## config.mk

```make
export PLATFORM = sky130hd
export DESIGN_NAME = scrolling_strip_chart_engine
export DESIGN_NICKNAME = d
export VERILOG_FILES = /design/src/sv/ssce_pkg.sv /design/src/sv/ssce_ram.sv /design/src/sv/scrolling_strip_chart_engine.sv
export SDC_FILE = /design/constraint.sdc
export NUM_CORES = 2
export LEC_CHECK = 0
export ABC_AREA = 1
export ABC_CLOCK_PERIOD_IN_PS = 9400
export BUFFER_PORTS_ARGS = -buffer_cell sky130_fd_sc_hd__buf_2
export CELL_PAD_IN_SITES_DETAIL_PLACEMENT = 0
export CELL_PAD_IN_SITES_GLOBAL_PLACEMENT = 1
export CORE_MARGIN = 4
export CORE_UTILIZATION = 40
export CTS_CLUSTER_SIZE = 20
export DETAILED_ROUTE_END_ITERATION = 10
export PLACE_DENSITY = 0.69
export SETUP_SLACK_MARGIN = 0.5
export SLEW_MARGIN = 5
export SYNTH_ARGS = -nofsm -noshare
export SYNTH_HDL_FRONTEND = slang
export SYNTH_SLANG_ARGS = --single-unit
```

## constraint.sdc

```tcl
create_clock -name clk -period 9.4 [get_ports clk]
set_clock_uncertainty 0.05 [all_clocks]
set_input_delay 1.41 -clock clk [delete_from_list [all_inputs] [get_ports clk]]
set_output_delay 1.41 -clock clk [all_outputs]
set_load 0.005 [all_outputs]
```

## src/sv/ssce_pkg.sv

```systemverilog
// ssce_pkg: shared constants for the scrolling strip chart engine
// no dependencies; used by the engine top level and its checker

package ssce_pkg;

  localparam int POINTS     = 64;
  localparam int SLOT_W     = $clog2(POINTS);
  localparam int CNT_W      = SLOT_W + 1;
  localparam int SAMPLE_W   = 16;
  localparam int HEIGHT_W   = 8;
  localparam int MODE_W     = 2;

  // scale = SCALE_NUM / span, never more than SCALE_NUM
  localparam int SCALE_NUM  = 100 * 100;
  localparam int SCALE_W    = $clog2(SCALE_NUM + 1);
  localparam int PROD_W     = SAMPLE_W + SCALE_W;

  // height = prod / 100, saturating at 255
  localparam int SAT_LIMIT  = 256 * 100;
  localparam int SAT_W      = $clog2(SAT_LIMIT);
  localparam int RECIP      = 5243;
  localparam int RECIP_W    = 13;
  localparam int RECIP_SH   = 19;
  localparam int RPROD_W    = SAT_W + RECIP_W;

  localparam logic [MODE_W-1:0] MODE_RECORD  = 2'd0;
  localparam logic [MODE_W-1:0] MODE_ADVANCE = 2'd1;
  localparam logic [MODE_W-1:0] MODE_RENDER  = 2'd2;

endpackage

```

## src/sv/ssce_ram.sv

```systemverilog
// ssce_ram: generic single-write, single-read ram with registered read data
// no dependencies

module ssce_ram #(
  parameter int WIDTH = 16,
  parameter int DEPTH = 64
) (
  input  logic                     clk,
  input  logic                     wr_en,
  input  logic [$clog2(DEPTH)-1:0] wr_addr,
  input  logic [WIDTH-1:0]         wr_data,
  input  logic                     rd_en,
  input  logic [$clog2(DEPTH)-1:0] rd_addr,
  output logic [WIDTH-1:0]         rd_data
);

  logic [WIDTH-1:0] mem [DEPTH];

  always_ff @(posedge clk) begin
    if (wr_en) begin
      mem[wr_addr] <= wr_data;
    end
    if (rd_en) begin
      rd_data <= mem[rd_addr];
    end
  end

endmodule

```

## src/sv/scrolling_strip_chart_engine.sv

```systemverilog
// render: full ring runs a 64-entry min/max scan, a 14-step divider, then one column
// per cycle through a 3-stage column pipe; a filling ring skips the scan.
// record and advance never leave idle. busy stays high for the whole render and results
// leave on out_strobe, one column per cycle, the receiver cannot stall them.
// reset (synchronous, rst_n low) empties the ring: per-entry valid bits make it read zero.
// scrolling_strip_chart_engine: top level, sequencer, divider and column pipe
// depends on ssce_pkg and ssce_ram

module scrolling_strip_chart_engine (
  input  logic                           clk,
  input  logic                           rst_n,
  input  logic                           start,
  output logic                           busy,
  input  logic [ssce_pkg::MODE_W-1:0]    in_mode,
  input  logic [ssce_pkg::SAMPLE_W-1:0]  in_sample_value,
  output logic                           out_strobe,
  output logic [ssce_pkg::SLOT_W-1:0]    out_column_index,
  output logic [ssce_pkg::HEIGHT_W-1:0]  out_base_height,
  output logic [ssce_pkg::HEIGHT_W-1:0]  out_contour_height,
  output logic [ssce_pkg::SAMPLE_W-1:0]  out_shown_min,
  output logic [ssce_pkg::SAMPLE_W-1:0]  out_shown_max,
  output logic                           out_last_column
);

  typedef enum logic [2:0] {ST_IDLE, ST_SCAN, ST_SPAN, ST_DIV, ST_COLS} state_t;

  state_t                             state_r, state_nxt;
  logic [ssce_pkg::SLOT_W-1:0]        wslot_r, wslot_nxt;
  logic [ssce_pkg::SLOT_W-1:0]        oslot_r, oslot_nxt;
  logic                               full_r, full_nxt;
  logic [ssce_pkg::SAMPLE_W-1:0]      latest_r, latest_nxt;
  logic [ssce_pkg::SAMPLE_W-1:0]      low_r, low_nxt;
  logic [ssce_pkg::SAMPLE_W-1:0]      high_r, high_nxt;
  logic [ssce_pkg::HEIGHT_W-1:0]      prev_r, prev_nxt;
  logic [ssce_pkg::POINTS-1:0]        valid_r, valid_nxt;

  logic [ssce_pkg::CNT_W-1:0]         cnt_r, cnt_nxt;
  logic [ssce_pkg::CNT_W-1:0]         count_r, count_nxt;
  logic [ssce_pkg::SLOT_W-1:0]        pos_r, pos_nxt;
  logic [ssce_pkg::SAMPLE_W-1:0]      span_r, span_nxt;
  logic [ssce_pkg::SAMPLE_W-1:0]      rem_r, rem_nxt;
  logic [ssce_pkg::SCALE_W-1:0]       quo_r, quo_nxt;
  logic [ssce_pkg::SCALE_W-1:0]       dvd_r, dvd_nxt;
  logic [ssce_pkg::SCALE_W-1:0]       scale_r, scale_nxt;

  // column pipe: tag stage lines up with ram read data, then product stage
  logic                               t_vld_r, t_vld_nxt;
  logic                               t_last_r, t_last_nxt;
  logic [ssce_pkg::SLOT_W-1:0]        t_idx_r, t_idx_nxt;
  logic                               p_vld_r, p_vld_nxt;
  logic                               p_last_r, p_last_nxt;
  logic [ssce_pkg::SLOT_W-1:0]        p_idx_r, p_idx_nxt;
  logic [ssce_pkg::PROD_W-1:0]        prod_r, prod_nxt;

  logic                               o_strobe_r, o_strobe_nxt;
  logic                               o_last_r, o_last_nxt;
  logic [ssce_pkg::SLOT_W-1:0]        o_idx_r, o_idx_nxt;
  logic [ssce_pkg::HEIGHT_W-1:0]      o_base_r, o_base_nxt;
  logic [ssce_pkg::HEIGHT_W-1:0]      o_cont_r, o_cont_nxt;

  logic                               rd_valid_r, rd_valid_nxt;

  logic                               wr_en, rd_en;
  logic [ssce_pkg::SLOT_W-1:0]        rd_addr;
  logic [ssce_pkg::SAMPLE_W-1:0]      ram_q, rd_val;
  logic                               accept;

  logic [ssce_pkg::SAMPLE_W:0]        trial;
  logic                               ge;
  logic [ssce_pkg::SAMPLE_W-1:0]      diff;
  logic [ssce_pkg::RPROD_W-1:0]       rprod;
  logic [ssce_pkg::HEIGHT_W-1:0]      hgt;

  assign accept = start && (state_r == ST_IDLE);
  assign busy   = (state_r != ST_IDLE);
  assign wr_en  = accept && (in_mode == ssce_pkg::MODE_RECORD);
  assign rd_val = rd_valid_r ? ram_q : '0;

  ssce_ram #(
    .WIDTH (ssce_pkg::SAMPLE_W),
    .DEPTH (ssce_pkg::POINTS)
  ) u_ring (
    .clk     (clk),
    .wr_en   (wr_en),
    .wr_addr (wslot_r),
    .wr_data (in_sample_value),
    .rd_en   (rd_en),
    .rd_addr (rd_addr),
    .rd_data (ram_q)
  );

  // divider step and column arithmetic
  assign trial = {rem_r, dvd_r[ssce_pkg::SCALE_W-1]};
  assign ge    = (trial >= {1'b0, span_r});
  assign diff  = (rd_val > low_r) ? (rd_val - low_r) : '0;
  assign rprod = prod_r[ssce_pkg::SAT_W-1:0] * ssce_pkg::RPROD_W'(ssce_pkg::RECIP);
  assign hgt   = (prod_r >= ssce_pkg::PROD_W'(ssce_pkg::SAT_LIMIT)) ? '1 :
                 rprod[ssce_pkg::RECIP_SH +: ssce_pkg::HEIGHT_W];

  always_comb begin
    state_nxt    = state_r;
    wslot_nxt    = wslot_r;
    oslot_nxt    = oslot_r;
    full_nxt     = full_r;
    latest_nxt   = latest_r;
    low_nxt      = low_r;
    high_nxt     = high_r;
    prev_nxt     = prev_r;
    valid_nxt    = valid_r;
    cnt_nxt      = cnt_r;
    count_nxt    = count_r;
    pos_nxt      = pos_r;
    span_nxt     = span_r;
    rem_nxt      = rem_r;
    quo_nxt      = quo_r;
    dvd_nxt      = dvd_r;
    scale_nxt    = scale_r;
    t_vld_nxt    = 1'b0;
    t_last_nxt   = 1'b0;
    t_idx_nxt    = t_idx_r;
    p_vld_nxt    = 1'b0;
    p_last_nxt   = 1'b0;
    p_idx_nxt    = t_idx_r;
    prod_nxt     = diff * scale_r;
    o_strobe_nxt = 1'b0;
    o_last_nxt   = 1'b0;
    o_idx_nxt    = o_idx_r;
    o_base_nxt   = o_base_r;
    o_cont_nxt   = o_cont_r;
    rd_en        = 1'b0;
    rd_addr      = pos_r;

    unique case (state_r)
      ST_IDLE: begin
        if (accept) begin
          case (in_mode)
            ssce_pkg::MODE_RECORD: begin
              latest_nxt         = in_sample_value;
              valid_nxt[wslot_r] = 1'b1;
            end
            ssce_pkg::MODE_ADVANCE: begin
              wslot_nxt = wslot_r + 1'b1;
              if (full_r) begin
                oslot_nxt = oslot_r + 1'b1;
              end else if (wslot_nxt == ssce_pkg::SLOT_W'(ssce_pkg::POINTS - 1)) begin
                full_nxt = 1'b1;
              end
            end
            ssce_pkg::MODE_RENDER: begin
              cnt_nxt = '0;
              if (full_r) begin
                low_nxt   = '1;
                high_nxt  = '0;
                state_nxt = ST_SCAN;
              end else begin
                // while filling only the latest sample moves the window
                if (latest_r < low_r) low_nxt = latest_r;
                if (latest_r > high_r) high_nxt = latest_r;
                state_nxt = ST_SPAN;
              end
            end
            default: ;
          endcase
        end
      end

      ST_SCAN: begin
        if (cnt_r < ssce_pkg::CNT_W'(ssce_pkg::POINTS)) begin
          rd_en      = 1'b1;
          rd_addr    = cnt_r[ssce_pkg::SLOT_W-1:0];
          cnt_nxt    = cnt_r + 1'b1;
          t_vld_nxt  = 1'b1;
          t_last_nxt = (cnt_r == ssce_pkg::CNT_W'(ssce_pkg::POINTS - 1));
        end
        if (t_vld_r) begin
          if (rd_val < low_r) low_nxt = rd_val;
          if (rd_val > high_r) high_nxt = rd_val;
          if (t_last_r) state_nxt = ST_SPAN;
        end
      end

      ST_SPAN: begin
        span_nxt = (high_r > low_r) ? (high_r - low_r) : '0;
        cnt_nxt  = '0;
        if (full_r) begin
          count_nxt = ssce_pkg::CNT_W'(ssce_pkg::POINTS);
          pos_nxt   = oslot_r;
        end else begin
          count_nxt = {1'b0, wslot_r} + 1'b1;
          pos_nxt   = '0;
        end
        rem_nxt = '0;
        quo_nxt = '0;
        dvd_nxt = ssce_pkg::SCALE_W'(ssce_pkg::SCALE_NUM);
        if (span_nxt == '0) begin
          scale_nxt = '0;
          state_nxt = ST_COLS;
        end else begin
          state_nxt = ST_DIV;
        end
      end

      ST_DIV: begin
        // restoring divide, one quotient bit per cycle
        rem_nxt = ge ? ssce_pkg::SAMPLE_W'(trial - {1'b0, span_r})
                     : trial[ssce_pkg::SAMPLE_W-1:0];
        quo_nxt = {quo_r[ssce_pkg::SCALE_W-2:0], ge};
        dvd_nxt = {dvd_r[ssce_pkg::SCALE_W-2:0], 1'b0};
        cnt_nxt = cnt_r + 1'b1;
        if (cnt_r == ssce_pkg::CNT_W'(ssce_pkg::SCALE_W - 1)) begin
          scale_nxt = quo_nxt;
          cnt_nxt   = '0;
          state_nxt = ST_COLS;
        end
      end

      ST_COLS: begin
        if (cnt_r < count_r) begin
          rd_en      = 1'b1;
          rd_addr    = pos_r;
          pos_nxt    = pos_r + 1'b1;
          cnt_nxt    = cnt_r + 1'b1;
          t_vld_nxt  = 1'b1;
          t_idx_nxt  = cnt_r[ssce_pkg::SLOT_W-1:0];
          t_last_nxt = ((cnt_r + 1'b1) == count_r);
        end
        p_vld_nxt  = t_vld_r;
        p_last_nxt = t_last_r;
        if (p_vld_r) begin
          o_strobe_nxt = 1'b1;
          o_last_nxt   = p_last_r;
          o_idx_nxt    = p_idx_r;
          if (hgt >= prev_r) begin
            o_base_nxt = prev_r;
            o_cont_nxt = hgt - prev_r;
          end else begin
            o_base_nxt = hgt;
            o_cont_nxt = prev_r - hgt;
          end
          prev_nxt = hgt;
          if (p_last_r) state_nxt = ST_IDLE;
        end
      end

      default: state_nxt = ST_IDLE;
    endcase

    rd_valid_nxt = rd_en ? valid_r[rd_addr] : rd_valid_r;
  end

  always_ff @(posedge clk) begin
    if (!rst_n) begin
      state_r    <= ST_IDLE;
      wslot_r    <= '0;
      oslot_r    <= '0;
      full_r     <= 1'b0;
      latest_r   <= '0;
      low_r      <= '0;
      high_r     <= '0;
      prev_r     <= '0;
      valid_r    <= '0;
      cnt_r      <= '0;
      t_vld_r    <= 1'b0;
      t_last_r   <= 1'b0;
      p_vld_r    <= 1'b0;
      p_last_r   <= 1'b0;
      o_strobe_r <= 1'b0;
      o_last_r   <= 1'b0;
      rd_valid_r <= 1'b0;
    end else begin
      state_r    <= state_nxt;
      wslot_r    <= wslot_nxt;
      oslot_r    <= oslot_nxt;
      full_r     <= full_nxt;
      latest_r   <= latest_nxt;
      low_r      <= low_nxt;
      high_r     <= high_nxt;
      prev_r     <= prev_nxt;
      valid_r    <= valid_nxt;
      cnt_r      <= cnt_nxt;
      t_vld_r    <= t_vld_nxt;
      t_last_r   <= t_last_nxt;
      p_vld_r    <= p_vld_nxt;
      p_last_r   <= p_last_nxt;
      o_strobe_r <= o_strobe_nxt;
      o_last_r   <= o_last_nxt;
      rd_valid_r <= rd_valid_nxt;
    end
    count_r  <= count_nxt;
    pos_r    <= pos_nxt;
    span_r   <= span_nxt;
    rem_r    <= rem_nxt;
    quo_r    <= quo_nxt;
    dvd_r    <= dvd_nxt;
    scale_r  <= scale_nxt;
    t_idx_r  <= t_idx_nxt;
    p_idx_r  <= p_idx_nxt;
    prod_r   <= prod_nxt;
    o_idx_r  <= o_idx_nxt;
    o_base_r <= o_base_nxt;
    o_cont_r <= o_cont_nxt;
  end

  assign out_strobe         = o_strobe_r;
  assign out_last_column    = o_last_r;
  assign out_column_index   = o_idx_r;
  assign out_base_height    = o_base_r;
  assign out_contour_height = o_cont_r;
  assign out_shown_min      = low_r;
  assign out_shown_max      = high_r;

endmodule

```

# Word-level counts from Yosys, hierarchy flattened
# Memory sizes are Yosys's and may differ from the RTL's. A register that Yosys moved wholly into a read port is not among the register bits.
# Cells that the tools add are included.
# W data, S select, Z words.
[word_totals]
word_cells = 169
out_inout_bits = 57
romBits = 0
register_bits = 300
ramBits = 1024
latch_bits = 0
memories = 1
[memory_table]
columns = ["name", "words", "word_bits", "rd", "rd_clocked_by_memory_dff", "wr", "line_no", "source"]
rows = [
  ["u_ring.mem", 64, 16, 1, 1, 1, "ssce_ram.sv:17", "logic [WIDTH-1:0] mem [DEPTH];"],
]
[classes]
n_reduce_logical = 24
addsub = 10
bitwise_logic = 1
mul = 2
n_mux = 63
div = 0
order_cmp = 14
eq_ne = 24
shifts = 0
[ops]
columns = ["cell", "count"]
rows = [
  ["$mux W16", 16],
  ["$pmux W16 S2", 3],
  ["$gt A16 B16 Y1", 4],
  ["$or A64 B64 Y64", 1],
  ["$pmux W14 S2", 2],
  ["$sub A16 B16 Y16", 3],
  ["$mux W7", 5],
  ["$pmux W7 S5", 1],
  ["$lt A16 B16 Y1", 2],
  ["$ge A30 B15 Y1 const B", 1],
  ["$mul A16 B14 Y30", 1],
  ["$mux W14", 2],
  ["$mul A15 B13 Y27 const B", 1],
  ["$pmux W13 S2", 1],
  ["$mux W3", 8],
  ["$mux W6", 4],
  ["$mux W8", 3],
  ["$ne A2 B2 Y1 const B", 11],
  ["$add A6 B1 Y6 const B", 3],
  ["$ge A17 B16 Y1", 1],
  ["$logic_not A16 Y1", 1],
  ["$sub A8 B8 Y8", 2],
  ["$pmux W3 S5", 1],
  ["$lt A6 B7 Y1 const B", 2],
  ["35 further kinds", 59],
]

# Longest topological paths before layout
[logic_depth]
depth_word = 6
depth_mapped = 42

# Hierarchy
# A second synthesis with hierarchy kept.
[hier_totals]
cells_unflattened = 7035
area_unflattened_um2 = 70202.3
[by_module_without_submodules]
columns = ["mod", "seq_area_each_um2", "area_per_inst_um2", "cells_each", "n_inst"]
rows = [
  ["ssce_ram", 31230.0, 42300.6, 3534, 1],
  ["scrolling_strip_chart_engine", 7026.7, 27901.8, 3501, 1],
]

# Worst setup path before layout
# Ideal clock, no wire load.
[synth_path]
kind = "reg-to-reg"
from = "register rd_valid_r"
to = "register prod_r[19] in the netlist's numbering"
setup_time_ps = 119
arrival_time_ps = 7098
slack_ps = 2133
path_stages_with_launch = 41
synth_period_minus_slack_ps = 7267
path_cell_list = "dfxtp_1 -> buf_4 -> clkbuf_1 -> nand2_1 -> ha_1 -> inv_1 -> fa_1 -> nand3_1 -> o21bai_2 -> nand2_1 -> nand2_2 -> nand3_2 -> nand2_2 -> nand2_1 -> nand2_2 -> nand2_2 -> buf_12 -> nor2_8 -> [5 not listed] -> inv_1 -> fa_1 -> inv_1 -> fa_1 -> inv_1 -> fa_1 -> inv_1 -> fa_1 -> inv_1 -> ha_1 -> nand2_1 -> nor2_1 -> inv_1 -> o21ai_0 -> a31oi_1 -> o21ai_0 -> a21oi_1 -> xnor2_1"
[synth_between]
elab_chain_cells = 4
elab_cells_between_ends = 5
classes_between = "add/sub: 1; mul: 1; order compare: 1; mux: 2"
[synth_lines]
columns = ["element", "line_no", "source"]
rows = [
  ["start: declaration", "scrolling_strip_chart_engine.sv:61", "logic rd_valid_r, rd_valid_nxt;"],
  ["start signal: assignment", "scrolling_strip_chart_engine.sv:287", "rd_valid_r <= rd_valid_nxt;"],
  ["$mux W16 *", "scrolling_strip_chart_engine.sv:77", "assign rd_val = rd_valid_r ? ram_q : '0;"],
  ["$sub A16 B16 Y16 / $gt A16 B16 Y1 (equally long branches)", "scrolling_strip_chart_engine.sv:95", "assign diff = (rd_val > low_r) ? (rd_val - low_r) : '0;"],
  ["$mux W16 *", "scrolling_strip_chart_engine.sv:95", ""],
  ["$mul A16 B14 Y30 *", "scrolling_strip_chart_engine.sv:124", "prod_nxt = diff * scale_r;"],
  ["net prod_nxt (one bit)", "scrolling_strip_chart_engine.sv:53", "logic [ssce_pkg::PROD_W-1:0] prod_r, prod_nxt;"],
  ["end signal: assignment", "scrolling_strip_chart_engine.sv:298", "prod_r <= prod_nxt;"],
  ["end: declaration", "scrolling_strip_chart_engine.sv:53", ""],
]
# The timed path passes the listed nets; every way through them passes the cells marked *.
# A chain may end at the register's enable or synchronous reset.

# Worst setup path in the final report
[layout_path]
from = "register rd_valid_r"
to = "register prod_r[28] in the netlist's numbering"
# Same word-level chain as after synthesis.

==> results.md <==
- Post-synthesis compound-gate area fraction: 0.111
- Clock Sinks: between 1000 and 1500
- Most frequent CP cell: fa_1
- Post-synth top cells: 1150 x edfxtp_1, 906 x nor2_1, 656 x inv_1, 609 x nand2_1, 493 x o21ai_0
- TritonCTS clock tree: built
- CTS max path bufs: 3
- Count leader, synth: edfxtp_1
- Final wirelength: 191000 um
- Cell taking the most area after synthesis: edfxtp_1
- WL/cell: ~22 um
- Worst-margin pin slew: ~1.3 ns
- Distinct cells, synth: 66
- Worst path required time: around 10 ns
- Postcts setup bufs: 0
- EDFF count, synth: between 1000 and 1500
- Mean Syn Cell Area: 10.9 um^2
- Post-Synth XOR/XNOR Area: 0.00993
- Mux cell area share after synthesis: 0.000310
- Port Buffers: 77
- Post-Syn Area: ~0.069 mm^2
- Crit-path slowest cell: dfxtp_2
- Initial Util: 0.404
- Layout fillers: between 15000 and 20000
- Synth Instances: about 6300
- Clock transition at path regs: roughly 0.06 ns
- Max-cap violations: 0
- Final setup fails: 0
- Area Growth Syn to Fin: 10.9%
- Rows: 151
- Crit-path max FO: 18
- Warnings from Yosys: 0
- Synth Area in Simple Gates: 0.134
- Unrepaired setup endpoints after global routing: no
- Total CTS buffers: roughly 150
- Die Ht: 422 um
- Hpwl dp: roughly 120000 um
- Root Buffer: clkbuf_16
- Adder-cell area share of the yosys netlist: 0.128
- Crit-path max cell delay: between 0.5 and 0.6 ns
- Vias in the first global route: about 45000
- Routability congestion estimate: around 0.9
- Die area: between 0.15 and 0.2 mm^2
- Hold Path Class: flop to flop
- Sequential fraction of the synthesis area: 0.557
- Final worst-path cycle share: 0.867
- H-tree depth: 4
- Setup_tns: 0 ns
- Chip width: about 420 um
- Gr usage total: 0.210
- Startpoint Class: flop
- Core area: 0.170 mm^2
- Remaining DRCs: 0
- Syn_nets: just under 7000
- # IOs: between 70 and 80
- Largest family of logic cells by synthesized area: simple AND/OR/NAND/NOR gates
- Nets: about 6900
- Clock Latency Late Sink: between 0.8 and 0.9 ns
- WHS: between 0.2 and 0.3 ns
- Slew HR: 0.124
- Share of the synthesized area in the top cell type: 0.503
- Layout cells sized above 1: 0.0820
- DRT iter0 DRCs: around 4100
- Predominant post-synthesis flop cell: edfxtp_1
- Max-slew violations: 0
- Seq cells post-synth: 1336
- Ys async rst share: 0
- Initial antenna violation count: 9
- Largest cells by area after synthesis: edfxtp_1 50%, fa_1 6.9%, ha_1 5.9%, dfxtp_1 5.4%, nor2_1 5.0%
- Crit path time final: between 8 and 9 ns
- Vias: 46806
- Status: finished clean
- Antenna Nets Post-Route: 0
- First-pass GRT wire length: approximately 290000 um
- Setup Crit Path Kind: flop to flop
- Final hold viol count: 0
- Via density: between 5 and 6
- Worst EP arrival: 8.74 ns
- Worst setup EP type: flop
- Peak Freq: between 100 and 150 MHz
- Largest net degree at the start of global routing: 200
- Drt pass-1 iters: 6
- Grt total ovfl: 0
[kinds of logic (layout without fill, tap and decap cells)]
logic type	count (synthesis)	after routing
muxes	2	2
DFF	1336	1336
buffers and inverters	983	1141
and+or+nand+nor	2119	2119
other	0	1
AOI/OAI and AO/OA	1232	1232
adders and majority gates	560	560
xor gates and xnor gates	77	77
[final timing paths]
check	start	to	slack, ns	depth (start not counted)
worst min-delay path	p_idx_nxt[1]$_DFFE_PP_	p_idx_r[1]$_DFF_P_	0.29	0
worst max register to register	rd_valid_r$_SDFFE_PN0P_	prod_r[28]$_DFF_P_	1.25	30
worst min register to register	p_idx_nxt[1]$_DFFE_PP_	p_idx_r[1]$_DFF_P_	0.29	0
worst max-delay path	rd_valid_r$_SDFFE_PN0P_	prod_r[28]$_DFF_P_	1.25	30
[cell type report]
cell class,instances,area [um^2],share of cell area
flip-flops and latches,1336,38300,0.503
multi-input cells,3990,26400,0.347
clock buffers,202,4010,0.0526
well taps,2218,2780,0.0365
inverters,688,2620,0.0344
repair buffers,187,1270,0.0167
clock inverters,64,749,0.00984
diodes,1,2.50,0.0000329
[worst max-delay path, delay by kind of cell (launching register included)]
kind | cells | cell delay, ns
compound gates | 4 | 0.79
xor+xnor | 1 | 0.14
fa+ha+maj | 8 | 3.61
buf+inv | 7 | 0.89
flops | 1 | 0.57
simple gates | 10 | 1.93
[metal layers]
layer / global-route usage / wire (um)
met4: 0.0766 / 7160
met1: 0.294 / 85000
met3: 0.0305 / 10800
met2: 0.336 / 88100
met5: 0 / 0
[state kept, by name, indices dropped and copies added, names as in the netlist, 10 cells and up]
name            cells
dvd_r              10
latest_r           16
out_shown_max      16
out_shown_min      16
prod_r             30
quo_r              13
rem_r              16
scale_r            14
span_r             16
u_ring.mem       1024
u_ring.rd_data     16
valid_r            64
[per-stage QoR]
stage	area, um^2	utilization	instances	worst slack (ns)
global placement	71400	0.420	8419	0.825
detailed placement	71400	0.420	8419	0.774
global route	76100	0.448	8685	0.679
CTS	76100	0.448	8685	0.719
floorplan	68600	-	6309	2.13
finish	76100	0.448	8686	1.25
[timing repair]
| action | in CTS | in global routing |
|---|---|---|
| hold buffers | 0 | 0 |
| setup endpoints to repair | 0 | 14 |
| gates resized for setup | 0 | 2 |
[cell usage in the layout (no fill, tap or decap), drive strengths merged, types with 9 or more instances in the layout]
cell / instances
fa: 238
o31ai: 10
nand2: 621
xor2: 45
a211oi: 12
inv: 684
o211ai: 343
buf: 187
nor3: 36
dfxtp: 186
nand4: 27
a21o: 12
edfxtp: 1150
a21oi: 172
xnor2: 32
o21a: 11
clkinv: 61
clkbuf: 202
ha: 322
o21ai: 543
nand3: 333
nor4: 9
o221ai: 100
or2: 161
nor2: 922
Power is not shown: default switching activity piles up to over one toggle a cycle in this logic, so the estimate is an artifact.
